### config.mk
export PLATFORM = sky130hd
export DESIGN_NAME = i2c_power_sleep_controller_top
export DESIGN_NICKNAME = d
export VERILOG_FILES = /design/src/design/psc_pkg.sv /design/src/design/i2c_power_sleep_controller_top.sv
export VERILOG_INCLUDE_DIRS = /design/src /design/src/design
export SDC_FILE = /design/constraint.sdc
export NUM_CORES = 1
export LEC_CHECK = 0
export BUFFER_PORTS_ARGS = -buffer_cell sky130_fd_sc_hd__clkbuf_2
export CELL_PAD_IN_SITES_DETAIL_PLACEMENT = 2
export CELL_PAD_IN_SITES_GLOBAL_PLACEMENT = 2
export CORE_ASPECT_RATIO = 1.2
export CORE_UTILIZATION = 34
export CTS_CLUSTER_SIZE = 40
export DETAILED_ROUTE_END_ITERATION = 8
export PLACE_DENSITY_LB_ADDON = 0.1
export SYNTH_ARGS = -nofsm -noshare
export SYNTH_HDL_FRONTEND = slang
export SYNTH_SLANG_ARGS = --single-unit
### constraint.sdc
create_clock -name aclk -period 8.81 [get_ports aclk]
set_input_delay 1.762 -clock aclk [delete_from_list [all_inputs] [get_ports aclk]]
set_output_delay 1.762 -clock aclk [all_outputs]
set_load 0.005 [all_outputs]
### src/design/i2c_power_sleep_controller_top_macros.svh
// ----------------------------------------------------------------------------
// Assertion macros for the power and sleep controller.
// Each macro expands to a labeled concurrent assertion clocked on aclk and
// held off while aresetn is low.
// ----------------------------------------------------------------------------
`ifndef I2C_POWER_SLEEP_CONTROLLER_TOP_MACROS_SVH
`define I2C_POWER_SLEEP_CONTROLLER_TOP_MACROS_SVH

// A condition that must hold at every clock edge out of reset.
`define PSC_ASSERT_ALWAYS(label, cond, msg) \
    label: assert property (@(posedge aclk) disable iff (!aresetn) (cond)) \
        else $error(msg);

// A condition that implies another one at the same clock edge.
`define PSC_ASSERT_IMPLY(label, ante, cons, msg) \
    label: assert property (@(posedge aclk) disable iff (!aresetn) (ante) |-> (cons)) \
        else $error(msg);

// A condition that implies another one at the next clock edge.
`define PSC_ASSERT_NEXT(label, ante, cons, msg) \
    label: assert property (@(posedge aclk) disable iff (!aresetn) (ante) |=> (cons)) \
        else $error(msg);

`endif

### src/design/psc_pkg.sv
// ----------------------------------------------------------------------------
// psc_pkg
// Types, constants and helper functions of the power and sleep controller.
// ----------------------------------------------------------------------------
`default_nettype none

package psc_pkg;

    // Register file geometry.
    localparam int unsigned REG_COUNT = 5;
    localparam int unsigned PTR_W     = 3;
    localparam int unsigned BYTE_W    = 8;

    // Fixed register roles.
    localparam logic [PTR_W-1:0] LIGHT_IDX = 3'd0;
    localparam logic [PTR_W-1:0] POWER_IDX = 3'd1;
    localparam logic [PTR_W-1:0] MULT_IDX  = 3'd2;
    localparam logic [PTR_W-1:0] LAST_IDX  = PTR_W'(REG_COUNT - 1);

    // Power-off timeout.
    localparam int unsigned TIMEOUT_W = 17;
    localparam int unsigned TICK_STEP = 8;
    localparam logic [TIMEOUT_W-1:0] STEP_VAL   = TIMEOUT_W'(TICK_STEP);
    localparam logic [TIMEOUT_W-1:0] ROUND_ADD  = 17'd7;
    localparam logic [TIMEOUT_W-1:0] ROUND_MASK = ~17'd7;

    // LED effect.
    localparam int unsigned EFFECT_TICKS = 500;
    localparam int unsigned COUNT_W      = 9;
    localparam logic [COUNT_W-1:0] EFFECT_LAST = COUNT_W'(EFFECT_TICKS);
    localparam logic [BYTE_W-1:0]  EFFECT_RED   = 8'd128;
    localparam logic [BYTE_W-1:0]  EFFECT_WHITE = 8'd64;

    // Reciprocal used to reduce a byte modulo REG_COUNT.
    localparam int unsigned RECIP_W = 16;
    localparam logic [RECIP_W-1:0] MOD_RECIP = RECIP_W'((1 << RECIP_W) / REG_COUNT);

    // Item kinds carried on the input tuser.
    typedef enum logic [2:0] {
        CMD_PTR_WRITE  = 3'd0,
        CMD_DATA_WRITE = 3'd1,
        CMD_READ       = 3'd2,
        CMD_BUS_STOP   = 3'd3,
        CMD_WDOG_TICK  = 3'd4,
        CMD_ACCEL      = 3'd5,
        CMD_FX_TICK    = 3'd6
    } cmd_t;

    typedef logic [BYTE_W-1:0] byte_t;

    // Output payload, members listed from the highest bit down.
    typedef struct packed {
        byte_t led_white;
        byte_t led_blue;
        byte_t led_green;
        byte_t led_red;
        logic  led_update;
        logic  effect_playing;
        logic  partner_off;
        byte_t read_data;
    } result_t;

    // Power-up contents of the register file: multiplier 1, last register 0xEF.
    function automatic byte_t reg_reset_value(input int unsigned idx);
        byte_t val;
        val = '0;
        if (idx == 32'(MULT_IDX)) begin
            val = 8'h01;
        end else if (idx == 32'(LAST_IDX)) begin
            val = 8'hEF;
        end
        return val;
    endfunction

    // Next register pointer with wrap.
    function automatic logic [PTR_W-1:0] ptr_advance(input logic [PTR_W-1:0] ptr);
        return (ptr == LAST_IDX) ? '0 : ptr + PTR_W'(1);
    endfunction

    // Byte modulo REG_COUNT by reciprocal multiply and one correction.
    function automatic logic [PTR_W-1:0] ptr_from_byte(input byte_t data);
        logic [BYTE_W+RECIP_W-1:0] prod;
        byte_t                     quot;
        byte_t                     rem;
        prod = {{RECIP_W{1'b0}}, data} * {{BYTE_W{1'b0}}, MOD_RECIP};
        quot = prod[BYTE_W+RECIP_W-1:RECIP_W];
        rem  = data - BYTE_W'(quot * BYTE_W'(REG_COUNT));
        if (rem >= BYTE_W'(REG_COUNT)) begin
            rem = rem - BYTE_W'(REG_COUNT);
        end
        return rem[PTR_W-1:0];
    endfunction

endpackage

`default_nettype wire

### src/design/i2c_power_sleep_controller_top.sv
// A result is registered and appears on the m_ side in the cycle after its item is accepted.
// One item per cycle while the result is not stalled; all state is updated in the accepting cycle.
// A new item is taken in the cycle the previous result leaves; a stalled result holds it off.
// Reset (aresetn low, synchronous) restores the register file to 0,0,1,0,0xEF,
// clears pointer, timeout, power and effect state, and empties the result stage.
// ----------------------------------------------------------------------------
// i2c_power_sleep_controller_top
// Bus slave register file with auto-incrementing pointer, power-off timer
// driven by watchdog ticks and accelerometer events, and an LED effect timer.
// ----------------------------------------------------------------------------
`default_nettype none

`include "i2c_power_sleep_controller_top_macros.svh"

module i2c_power_sleep_controller_top
    import psc_pkg::*;
(
    input  wire logic        aclk,
    input  wire logic        aresetn,
    // Input channel.
    input  wire logic        s_tvalid,
    output logic             s_tready,
    input  wire logic [7:0]  s_tdata,   // [7:0] data
    input  wire logic [2:0]  s_tuser,   // [2:0] cmd
    // Result channel.
    output logic             m_tvalid,
    input  wire logic        m_tready,
    output logic [47:0]      m_tdata,   // [7:0] read_data, [8] partner_off,
                                        // [9] effect_playing, [10] led_update,
                                        // [18:11] led_red, [26:19] led_green,
                                        // [34:27] led_blue, [42:35] led_white,
                                        // [47:43] zero
    output logic             m_tuser    // [0] read_valid
);

    // State.
    byte_t                regs_reg [REG_COUNT];
    byte_t                regs_next [REG_COUNT];
    logic [PTR_W-1:0]     ptr_reg, ptr_next;
    logic [TIMEOUT_W-1:0] timeout_reg, timeout_next;
    logic                 off_reg, off_next;
    logic                 accel_en_reg, accel_en_next;
    logic                 accel_pend_reg, accel_pend_next;
    logic                 playing_reg, playing_next;
    logic [COUNT_W-1:0]   fx_count_reg, fx_count_next;

    // Result stage.
    logic                 out_valid_reg;
    result_t              out_data_reg, out_data_next;
    logic                 out_rv_reg, out_rv_next;

    logic                 accept;
    cmd_t                 cmd;
    byte_t                data;
    logic [2*BYTE_W-1:0]  power_prod;
    logic [TIMEOUT_W-1:0] power_time;

    assign s_tready = !out_valid_reg || m_tready;
    assign accept   = s_tvalid && s_tready;
    assign cmd      = cmd_t'(s_tuser);
    assign data     = s_tdata;

    // Power-off time: power times multiplier, rounded up to a multiple of eight.
    assign power_prod = regs_reg[POWER_IDX] * regs_reg[MULT_IDX];
    assign power_time = ({1'b0, power_prod} + ROUND_ADD) & ROUND_MASK;

    // Command decode and next state.
    always_comb begin
        regs_next       = regs_reg;
        ptr_next        = ptr_reg;
        timeout_next    = timeout_reg;
        off_next        = off_reg;
        accel_en_next   = accel_en_reg;
        accel_pend_next = accel_pend_reg;
        playing_next    = playing_reg;
        fx_count_next   = fx_count_reg;
        out_data_next   = '0;
        out_rv_next     = 1'b0;

        unique case (cmd)
            CMD_PTR_WRITE: begin
                if (!off_reg) begin
                    ptr_next = ptr_from_byte(data);
                end
            end
            CMD_DATA_WRITE: begin
                if (!off_reg) begin
                    regs_next[ptr_reg] = data;
                    ptr_next           = ptr_advance(ptr_reg);
                end
            end
            CMD_READ: begin
                if (!off_reg) begin
                    out_data_next.read_data = regs_reg[ptr_reg];
                    out_rv_next             = 1'b1;
                    ptr_next                = ptr_advance(ptr_reg);
                end
            end
            CMD_BUS_STOP: begin
                if (!off_reg) begin
                    if (regs_reg[LIGHT_IDX] != '0) begin
                        regs_next[LIGHT_IDX] = '0;
                        playing_next         = 1'b1;
                        fx_count_next        = '0;
                    end
                    if (regs_reg[POWER_IDX] != '0) begin
                        timeout_next         = power_time;
                        regs_next[POWER_IDX] = '0;
                        accel_en_next        = 1'b1;
                        off_next             = 1'b1;
                    end
                end
            end
            CMD_WDOG_TICK: begin
                timeout_next = (timeout_reg >= STEP_VAL) ? timeout_reg - STEP_VAL : '0;
                if (off_reg && timeout_next == '0) begin
                    timeout_next    = '0;
                    accel_en_next   = 1'b0;
                    accel_pend_next = 1'b0;
                    off_next        = 1'b0;
                end
            end
            CMD_ACCEL: begin
                if (accel_en_reg) begin
                    accel_pend_next = 1'b1;
                end
                if (off_reg && accel_pend_next) begin
                    timeout_next    = '0;
                    accel_en_next   = 1'b0;
                    accel_pend_next = 1'b0;
                    off_next        = 1'b0;
                end
            end
            CMD_FX_TICK: begin
                if (playing_reg) begin
                    out_data_next.led_update = 1'b1;
                    if (fx_count_reg < EFFECT_LAST) begin
                        out_data_next.led_red   = EFFECT_RED;
                        out_data_next.led_white = EFFECT_WHITE;
                        fx_count_next           = fx_count_reg + COUNT_W'(1);
                    end else begin
                        playing_next = 1'b0;
                    end
                end
            end
            default: begin
            end
        endcase

        out_data_next.partner_off    = off_next;
        out_data_next.effect_playing = playing_next;
    end

    // State registers, updated on each accepted item.
    always_ff @(posedge aclk) begin
        if (!aresetn) begin
            for (int i = 0; i < REG_COUNT; i++) begin
                regs_reg[i] <= reg_reset_value(i);
            end
            ptr_reg        <= '0;
            timeout_reg    <= '0;
            off_reg        <= 1'b0;
            accel_en_reg   <= 1'b0;
            accel_pend_reg <= 1'b0;
            playing_reg    <= 1'b0;
            fx_count_reg   <= '0;
        end else if (accept) begin
            regs_reg       <= regs_next;
            ptr_reg        <= ptr_next;
            timeout_reg    <= timeout_next;
            off_reg        <= off_next;
            accel_en_reg   <= accel_en_next;
            accel_pend_reg <= accel_pend_next;
            playing_reg    <= playing_next;
            fx_count_reg   <= fx_count_next;
        end
    end

    // Result register valid flag.
    always_ff @(posedge aclk) begin
        if (!aresetn) begin
            out_valid_reg <= 1'b0;
        end else if (accept) begin
            out_valid_reg <= 1'b1;
        end else if (m_tready) begin
            out_valid_reg <= 1'b0;
        end
    end

    // Result payload.
    always_ff @(posedge aclk) begin
        if (accept) begin
            out_data_reg <= out_data_next;
            out_rv_reg   <= out_rv_next;
        end
    end

    assign m_tvalid = out_valid_reg;
    assign m_tdata  = {5'b0, out_data_reg};
    assign m_tuser  = out_rv_reg;

    // Checks.
    `PSC_ASSERT_ALWAYS(a_ptr_range, ptr_reg <= LAST_IDX, "register pointer out of range")
    `PSC_ASSERT_IMPLY(a_on_idle, !off_reg, timeout_reg == '0 && !accel_en_reg && !accel_pend_reg,
        "power timer active while partner is on")
    `PSC_ASSERT_IMPLY(a_read_on, m_tvalid && m_tuser, !m_tdata[8],
        "read result while partner is off")
    `PSC_ASSERT_IMPLY(a_led_quiet, m_tvalid && !m_tdata[10], m_tdata[42:11] == '0,
        "LED colors without an update")
    `PSC_ASSERT_ALWAYS(a_fx_range, fx_count_reg <= EFFECT_LAST, "effect count past its end")
    `PSC_ASSERT_NEXT(a_hold, m_tvalid && !m_tready, m_tvalid && $stable(m_tdata),
        "result dropped or changed while stalled")

endmodule

`default_nettype wire

==> flow_results.org, run 1 <==
** Status
- The flow ran to the end, and the final reports show no timing, DRC or antenna violations.

** Synthesis
- Share of flip-flops with an asynchronous set or reset :: 0%
- Cell Area, Synth :: 0.00835 mm²
- Cell taking the most area after synthesis :: dfxtp_1
- Ranked by instance count, the synthesized netlist is headed by 97 x inv_1, 92 x ha_1, 77 x nand2_1.
- The top cell type by area accounts for 17.7% of the synthesized area.
- In the post-synthesis netlist, the cell with the most instances is inv_1.
- Mapped Avg Cell Area :: 8.66 µm²
- Among all flip-flop cells after synthesis, the most frequent one is dfxtp_1.
- Yosys printed 0 warnings.
- Counting flops with a built-in enable in the synthesized netlist gives 13.
- Sequential element share of the synthesized area :: 22.4%
- Synthesis instantiated 68 different standard cells from the library.
- Synthesized netlist cell count :: 964
- Counting flops and latches in the post-synthesis netlist gives 87.
- Most area-consuming cells after synthesis :: dfxtp_1 18%, ha_1 14%, fa_1 12%

** Power and ir drop
- Across the VDD grid, the largest voltage drop is 0.000461 V.
- Overall power :: 2.08 mW
- Leakage :: 4.27 nW
- Power Dens Cells :: 228 mW/mm²

** Worst hold path
- The worst hold path belongs to the class reg2reg.
- Hold wc startpoint :: regs_reg[36]$_SDFFE_PN0P_

** Worst setup path
- Delay contributed by the slowest stage of the critical path :: 0.52 ns
- Worst EP required :: 9.11 ns
- In this run the critical register-to-register path is launched from regs_reg[29]$_SDFFE_PN0P_.
- Max stage delay cell, worst path :: fa_1
- Type of the setup path with the least slack :: in2reg
- Critical path launch point :: s_tdata[4]
- The worst setup path is captured at a flip-flop.
- Arrival time worst endpoint :: 8.82 ns
- Critical Path Source Type :: primary input
- Max FO, Critical Path :: 5

** Clocking
- The tree is rooted in a clkbuf_16.
- CTS Sinks :: 87
- Hold repair after CTS inserted 0 buffers.
- Clock tree synthesis inserted a total of 9 buffers.
- CTS clock-pin slew for the worst setup and hold paths :: 0.07 ns
- Clock latency reported for the late side of the worst-skew pair :: 0.36 ns
- The H-tree was split into 3 levels.
- Clock tree from TritonCTS :: done
- Longest Clk Path Bufs :: 2

** Drt
- In the routed design, unresolved DRC markers number 0.
- Via count normalized by instance count :: 5.16
- Once detail routing completed, the nets flagged for antenna violations numbered 0.
- Total via count in the routed design :: 6745
- Total wire length after detailed routing :: 24.4 mm
- In the final routed layout, each cell accounts on average for 18.6 µm.
- The first detailed-routing pass ran for 4 iterations.
- In this run, the number of DRC markers left after iteration 0 of detailed routing was 187.

** Global routing
- Antenna violations before repair :: 0
- Across every metal layer, demand over resource in global routing totals 20.0%.
- Final global-route overflow total :: 0
- Largest net degree at the start of global routing :: 73
- First-pass GRT wire length :: 39.5 mm
- Number of global-route vias before repair :: 7335

** Final layout
- Total Nets Final :: 1140
- From synthesis to final layout, the design area changed by 9.29%.
- Antenna diodes :: 0
- Fraction of final layout cells sized beyond drive strength 1 :: 9.32%
- The finished layout holds 1307 standard cells, fillers aside.
- Largest register FFs :: 40
- Cell area after layout :: 0.00912 mm²

** Place
- Placer Congestion :: 0.832
- Number of port buffers :: 30
- At the placement stage, the worst setup path has a slack of -0.177 ns.
- After detailed placement, the design holds a cell count of 1289.
- Detailed placement finished with a half-perimeter wire length of 19.3 mm.
- Total placed instance area :: 0.00875 mm²

** STA
- Ratio of final minimum period to clock period :: 96.7%
- Post-route clock skew :: 0.0114 ns
- At the pin with the least slew margin, the transition time is 0.858 ns.
- Hold slack :: 0.470 ns
- Setup violations remaining at the end of the flow were counted as 0.
- The number of failing hold endpoints at the final stage came to 0.
- Fmax :: 117 MHz
- In this run the tightest slew margin relative to its limit is 42.4%.
- The count of final max-slew check failures came to 0.
- After layout, the worst setup slack is 0.289 ns.
- The clock period could shrink to 8.52 ns.
- Unrepaired setup endpoints after global routing :: false

** Die
- Initial cell density of the core :: 34.7%
- Row count :: 62
- Area of the core region :: 0.0240 mm²
- In this run the count of I/O pins placed on the die edge is 66.
- Full die area :: 0.0252 mm²
- DIE HEIGHT :: 174 µm
- Die boundary width :: 145 µm

** Job
- Max-cap violations in this run came to 0.
-- layout by cell type (no fill, tap or decap), types with 7 or more instances in the layout --
cell type | synthesis | layout
nor3_1 | 20 | 20
a21o_1 | 13 | 13
buf_4 | 37 | 25
nand4_1 | 8 | 8
o21ai_0 | 23 | 23
and3_1 | 9 | 9
clkbuf_2 | 0 | 30
o211ai_1 | 11 | 11
nand2_1 | 77 | 77
clkbuf_16 | 0 | 9
nand3_1 | 29 | 29
dfxtp_1 | 74 | 74
conb_1 | 1 | 35
a22oi_1 | 11 | 11
a21boi_1 | 14 | 14
mux2i_1 | 25 | 25
xnor2_1 | 19 | 19
xor2_1 | 20 | 19
and2_1 | 38 | 38
a21oi_1 | 43 | 42
edfxtp_1 | 13 | 13
o21ai_1 | 20 | 20
fa_1 | 51 | 51
ha_1 | 92 | 92
nor2_1 | 53 | 52
mux4_2 | 7 | 7
inv_1 | 97 | 97
nor4_1 | 10 | 10
nor2b_1 | 34 | 34
-- repair_timing --
| action | CTS | global route |
|---|---|---|
| buffers inserted | 0 | 2 |
| resized for setup | 0 | 6 |
| endpoints found under the setup margin | 0 | 3 |
-- where the power goes --
part / switching, mW / total, mW / leakage (nW) / internal (mW)
sequential: 0.0315 / 0.449 / 0.729 / 0.418
clock: 0.175 / 0.426 / 0.155 / 0.251
combinational: 0.672 / 1.21 / 3.39 / 0.536
total: 0.878 / 2.08 / 4.27 / 1.21
-- worst max-delay path: cells and delay by family --
| family | cells | cell delay, ns |
|---|---|---|
| AO/OA/AOI/OAI | 5 | 1.02 |
| XOR/XNOR | 1 | 0.21 |
| adder cells (fa/ha/maj) | 8 | 3.06 |
| buffers and inverters | 6 | 0.52 |
| multiplexers | 1 | 0.14 |
| AND/OR/NAND/NOR | 7 | 2.12 |
-- kinds of logic (layout without fill, tap and decap cells) --
| family | Yosys count | count (layout) | synth area share [%] |
|---|---|---|---|
| xor gates and xnor gates | 39 | 39 | 4.09 |
| other | 1 | 35 | 0.0449 |
| muxes | 34 | 34 | 5.19 |
| DFF | 87 | 87 | 22.4 |
| AOI/OAI and AO/OA | 174 | 174 | 13.6 |
| adders and majority gates | 143 | 143 | 26.0 |
| and+or+nand+nor | 304 | 304 | 18.7 |
| buffers and inverters | 182 | 171 | 9.88 |
-- per-stage QoR --
step                TNS, ns  util [%]
floorplan                 0         -
global placement          0      36.4
detailed placement   -0.395      36.4
CTS                       0      37.7
global route              0      37.9
finish                    0      37.9
-- worst paths after layout --
| path | to | slack [ns] | cells past startpoint |
|---|---|---|---|
| max | ptr_reg[2]$_SDFFE_PN0P_ | 0.29 | 28 |
| min | regs_reg[36]$_SDFFE_PN0P_ | 0.47 | 2 |
| max reg2reg | timeout_reg[16]$_SDFFE_PN0P_ | 3.86 | 15 |
| min reg2reg | regs_reg[36]$_SDFFE_PN0P_ | 0.47 | 2 |
-- layer usage --
layer	GRT usage, %	up-vias	share of wire [%]
met2	38.6	52	55
met1	22.5	3407	42
met5	0	-	0
met4	7.00	0	2.4
met3	2.03	29	1.2
li1	-	3257	-
-- area by class of cell --
type	count	area (µm²)
clock buffer	10	229
timing repair buffer	55	338
fill	2783	14900
clock inverter	6	92.6
inverter	100	375
multi-input combinational	729	5820
sequential	87	1870
tap	320	400
Note: power is estimated with default switching activity, not from simulation.
==> run 2: changes to the inputs <==
--- a/config.mk
+++ b/config.mk
@@ -13,6 +13,7 @@
 export CORE_UTILIZATION = 34
 export CTS_CLUSTER_SIZE = 40
 export DETAILED_ROUTE_END_ITERATION = 8
+export GPL_TIMING_DRIVEN = 0
 export PLACE_DENSITY_LB_ADDON = 0.1
 export SYNTH_ARGS = -nofsm -noshare
 export SYNTH_HDL_FRONTEND = slang
==> run 2 against run 1 <==
Cell area grew 4.7%. First-iteration DRC count grew 15%. Clock skew shrank 0.0048 ns. Critical path depth shrank 1. Global-route usage grew 1.1 points. Final cell count grew 4.8%. Register-to-register slack lost 0.23 ns. Clock power is essentially flat. Count of clock-buffer cells in the layout shrank 1.
==> flow_results.org, run 2 (synthesized netlist as in run 1, its figures left out) <==
** Final layout
- Leaving out fill and tap cells, the most frequent cell in the layout is inv_1.
- Register area :: 0.00187 mm² (unchanged)
- The total non-filler cell area in the finished layout came to 0.00955 mm² (+4.7%).
- Layout Utilization :: 39.7% (+1.8 points)
- The ratio of cells with drive above 1 in the final layout came to 12.0% (+2.7 points).
- The antenna cell count came to 0 (unchanged).
- The area growth from synthesis to layout is 14.4%.
- The area used by multi-input combinational logic came to 0.00591 mm² (+1.6%).
- Largest register FFs :: 40 (unchanged)
- The post-route non-filler standard cell count came to 1370 (+4.8%).
- Filler cells :: 2796 (+0.47%)
- The library cells used most frequently in the layout, excluding fill and tap cells, are 96 x inv_1, 87 x ha_1, 77 x nand2_1.
- The number of nets in the final layout was 1203 (+5.5%).

** Power and ir drop
- The share of total power in the clock network was 20.1% (-0.3 points).
- The internal power summed over all cells is 1.22 mW (+0.94%).
- The power density over the cells came to 221 mW/mm² (-3.2%).
- Peak supply drop :: 0.000512 V (+11%)
- The sum of internal, switching and leakage power was 2.11 mW (+1.3%).
- The power dissipated by switching net loads was 894 µW (+1.8%).
- The fraction of power consumed by sequential logic is 20.2% (-1.4 points).
- The proportion of power drawn by combinational gates is 59.7% (+1.7 points).
- Switching fraction of total power :: 42.3% (+0.20 points)
- The leakage power total is 4.45 nW (+4.2%).

** STA
- The shortest period the worst path allows was 8.52 ns (+0.000200 ns).
- Fmax :: 117 MHz (about the same)
- The slew at the pin closest to its max-slew limit came to 1.16 ns (+0.301 ns).
- The setup slack of the critical path after layout came to 0.289 ns (-0.000200 ns).
- The number of failing hold endpoints at the final stage came to 0 (unchanged).
- Post-route clock skew :: 0.00654 ns (-0.00482 ns)
- The worst slew slack as a fraction of its limit was 22.3% (-20 points).
- The final sum of negative setup slack came to 0 ns (unchanged).
- Final setup violation count :: 0 (unchanged)
- The final worst hold slack came to 0.474 ns (+0.00394 ns).
- Number of slew-limit violations in the final report :: 0 (unchanged)
- Ratio of final minimum period to clock period :: 96.7% (about the same)

** Worst hold path
- Min-delay worst type :: reg2reg

** Worst setup path
- The critical path in this run is classified as in2reg.
- Critical path buffers and inverters :: 4 (-2)
- Critical Path Source Type :: primary input
- The largest stage delay on the critical path is 0.52 ns (about the same).
- Most common cell type on the critical path :: ha_1
- Category of cells accounting for the largest share of critical-path delay :: adder cells
- Worst EP required :: 9.11 ns (about the same)
- The worst setup path is captured at a flip-flop.
- The worst setup slack for register-to-register paths came to 3.63 ns (-0.23 ns).
- The highest fanout seen on the critical path was 7 (+2).
- For this design, the slowest cell found on the critical path is fa_1.
- Arrival time worst endpoint :: 8.82 ns (about the same)

** Clocking
- The deepest clock path buffer count was 2 (unchanged).
- The maximum level of the CTS H-tree is 3 (unchanged).
- Clock root buffer master :: clkbuf_16
- TritonCTS built the clock tree.
- Clock latency reported for the late side of the worst-skew pair :: 0.35 ns (about the same)
- CTS Sinks :: 87 (unchanged)
- Number of clock buffers inserted by TritonCTS :: 9 (unchanged)
- CTS clock-pin slew for the worst setup and hold paths :: 0.07 ns (about the same)

** Place
- Total placed instance area :: 0.00902 mm² (+3.1%)
- The worst setup slack after placement came to -1.19 ns (-1.01 ns).
- Placer Congestion :: 0.788 (-5.2%)
- Number of port buffers :: 29 (-3.3%)
- Hpwl dp :: 20.5 mm (+6.4%)
- The instance count after placement with tap cells included was 1347 (+4.5%).

** Global routing
- The number of global-route vias before repair is 7801 (+6.4%).
- Largest net degree at the start of global routing :: 20 (-73%)
- The leftover overflow at the end of global routing was 0 (unchanged).
- The overall global routing resource usage was 21.1% (+1.1 points).
- First-pass GRT wire length :: 41.9 mm (+5.9%)
- The initial antenna violation count came to 0 (unchanged).

** Die
- The vertical extent of the die came to 174 µm (unchanged).
- The standard-cell row count is 62 (unchanged).
- Full die area :: 0.0252 mm² (unchanged)
- Area of the core region :: 0.0240 mm² (unchanged)
- Die boundary width :: 145 µm (unchanged)
- Number of ports placed on the die boundary :: 66 (unchanged)
- The starting density of the core is 34.7% (unchanged).

** Drt
- The per-cell via count in the routed design was 5.11 (-0.95%).
- The total number of vias came to 7003 (+3.8%).
- The detailed-router iteration count before antenna repair was 4 (unchanged).
- Number of nets still failing antenna checks after routing :: 0 (unchanged)
- The residual DRC count came to 0 (unchanged).
- 1st-iter DRT viols :: 215 (+15%)
- Total wire length after detailed routing :: 25.5 mm (+4.5%)
- Avg WL per Cell :: 18.6 µm (-0.27%)

** Status
- The flow ran to the end, and the final reports show no timing, DRC or antenna violations.

** Job
- Max capacitance violation total :: 0 (unchanged)
## run 2: cell types whose count changed in the layout (fill, tap and decap cells not counted), sizes merged
cell,before,now
clkbuf,40,76
clkinvlp,1,2
inv,102,101
clkinv,1,2
buf,25,51
## run 2: worst paths after layout
check | start | endpoint | cells past startpoint
worst max register to register | regs_reg[24]$_SDFFE_PN0P_ | timeout_reg[16]$_SDFFE_PN0P_ | 17
worst max-delay path | s_tdata[6] | ptr_reg[2]$_SDFFE_PN0P_ | 27
worst min register to register | regs_reg[32]$_SDFFE_PN0P_ | regs_reg[32]$_SDFFE_PN0P_ | 2
worst min-delay path | regs_reg[32]$_SDFFE_PN0P_ | regs_reg[32]$_SDFFE_PN0P_ | 2
## run 2: routing by layer
metal	GRT usage, %	share of wire [%]
met1	24.3	42
met4	7.09	2.4
met5	0	0
met2	40.4	54
met3	1.82	1.6
## run 2: tightest hold or removal path, stage by stage (launching register included)
cell,delay [ns]
dfxtp_1,0.32
nand2_1,0.06
a21boi_1,0.05
## run 2: final cells by class
type	instances	share of cell area, %
multi-input combinational	729	61.9
clock inverter	7	0.996
clock buffer	9	2.36
timing repair buffer	37	2.35
tap	320	4.19
sequential	87	19.6
buffer	81	4.66
inverter	100	3.97
## run 2: power groups by stage
stage	combinational, mW	sequential, mW	clock [mW]
floorplan	0.851	0.433	0
global placement	1.10	0.436	0
detailed placement	1.12	0.437	0
CTS	1.20	0.428	0.432
global route	1.41	0.429	0.447
finish	1.26	0.427	0.424
## run 2: what timing repair did
| action | CTS | global route |
|---|---|---|
| pin swaps | 2 | 7 |
| buffers inserted | 4 | 4 |
| hold buffers | 0 | 0 |
| setup endpoints to repair | 3 | 3 |
| resized for setup | 15 | 15 |
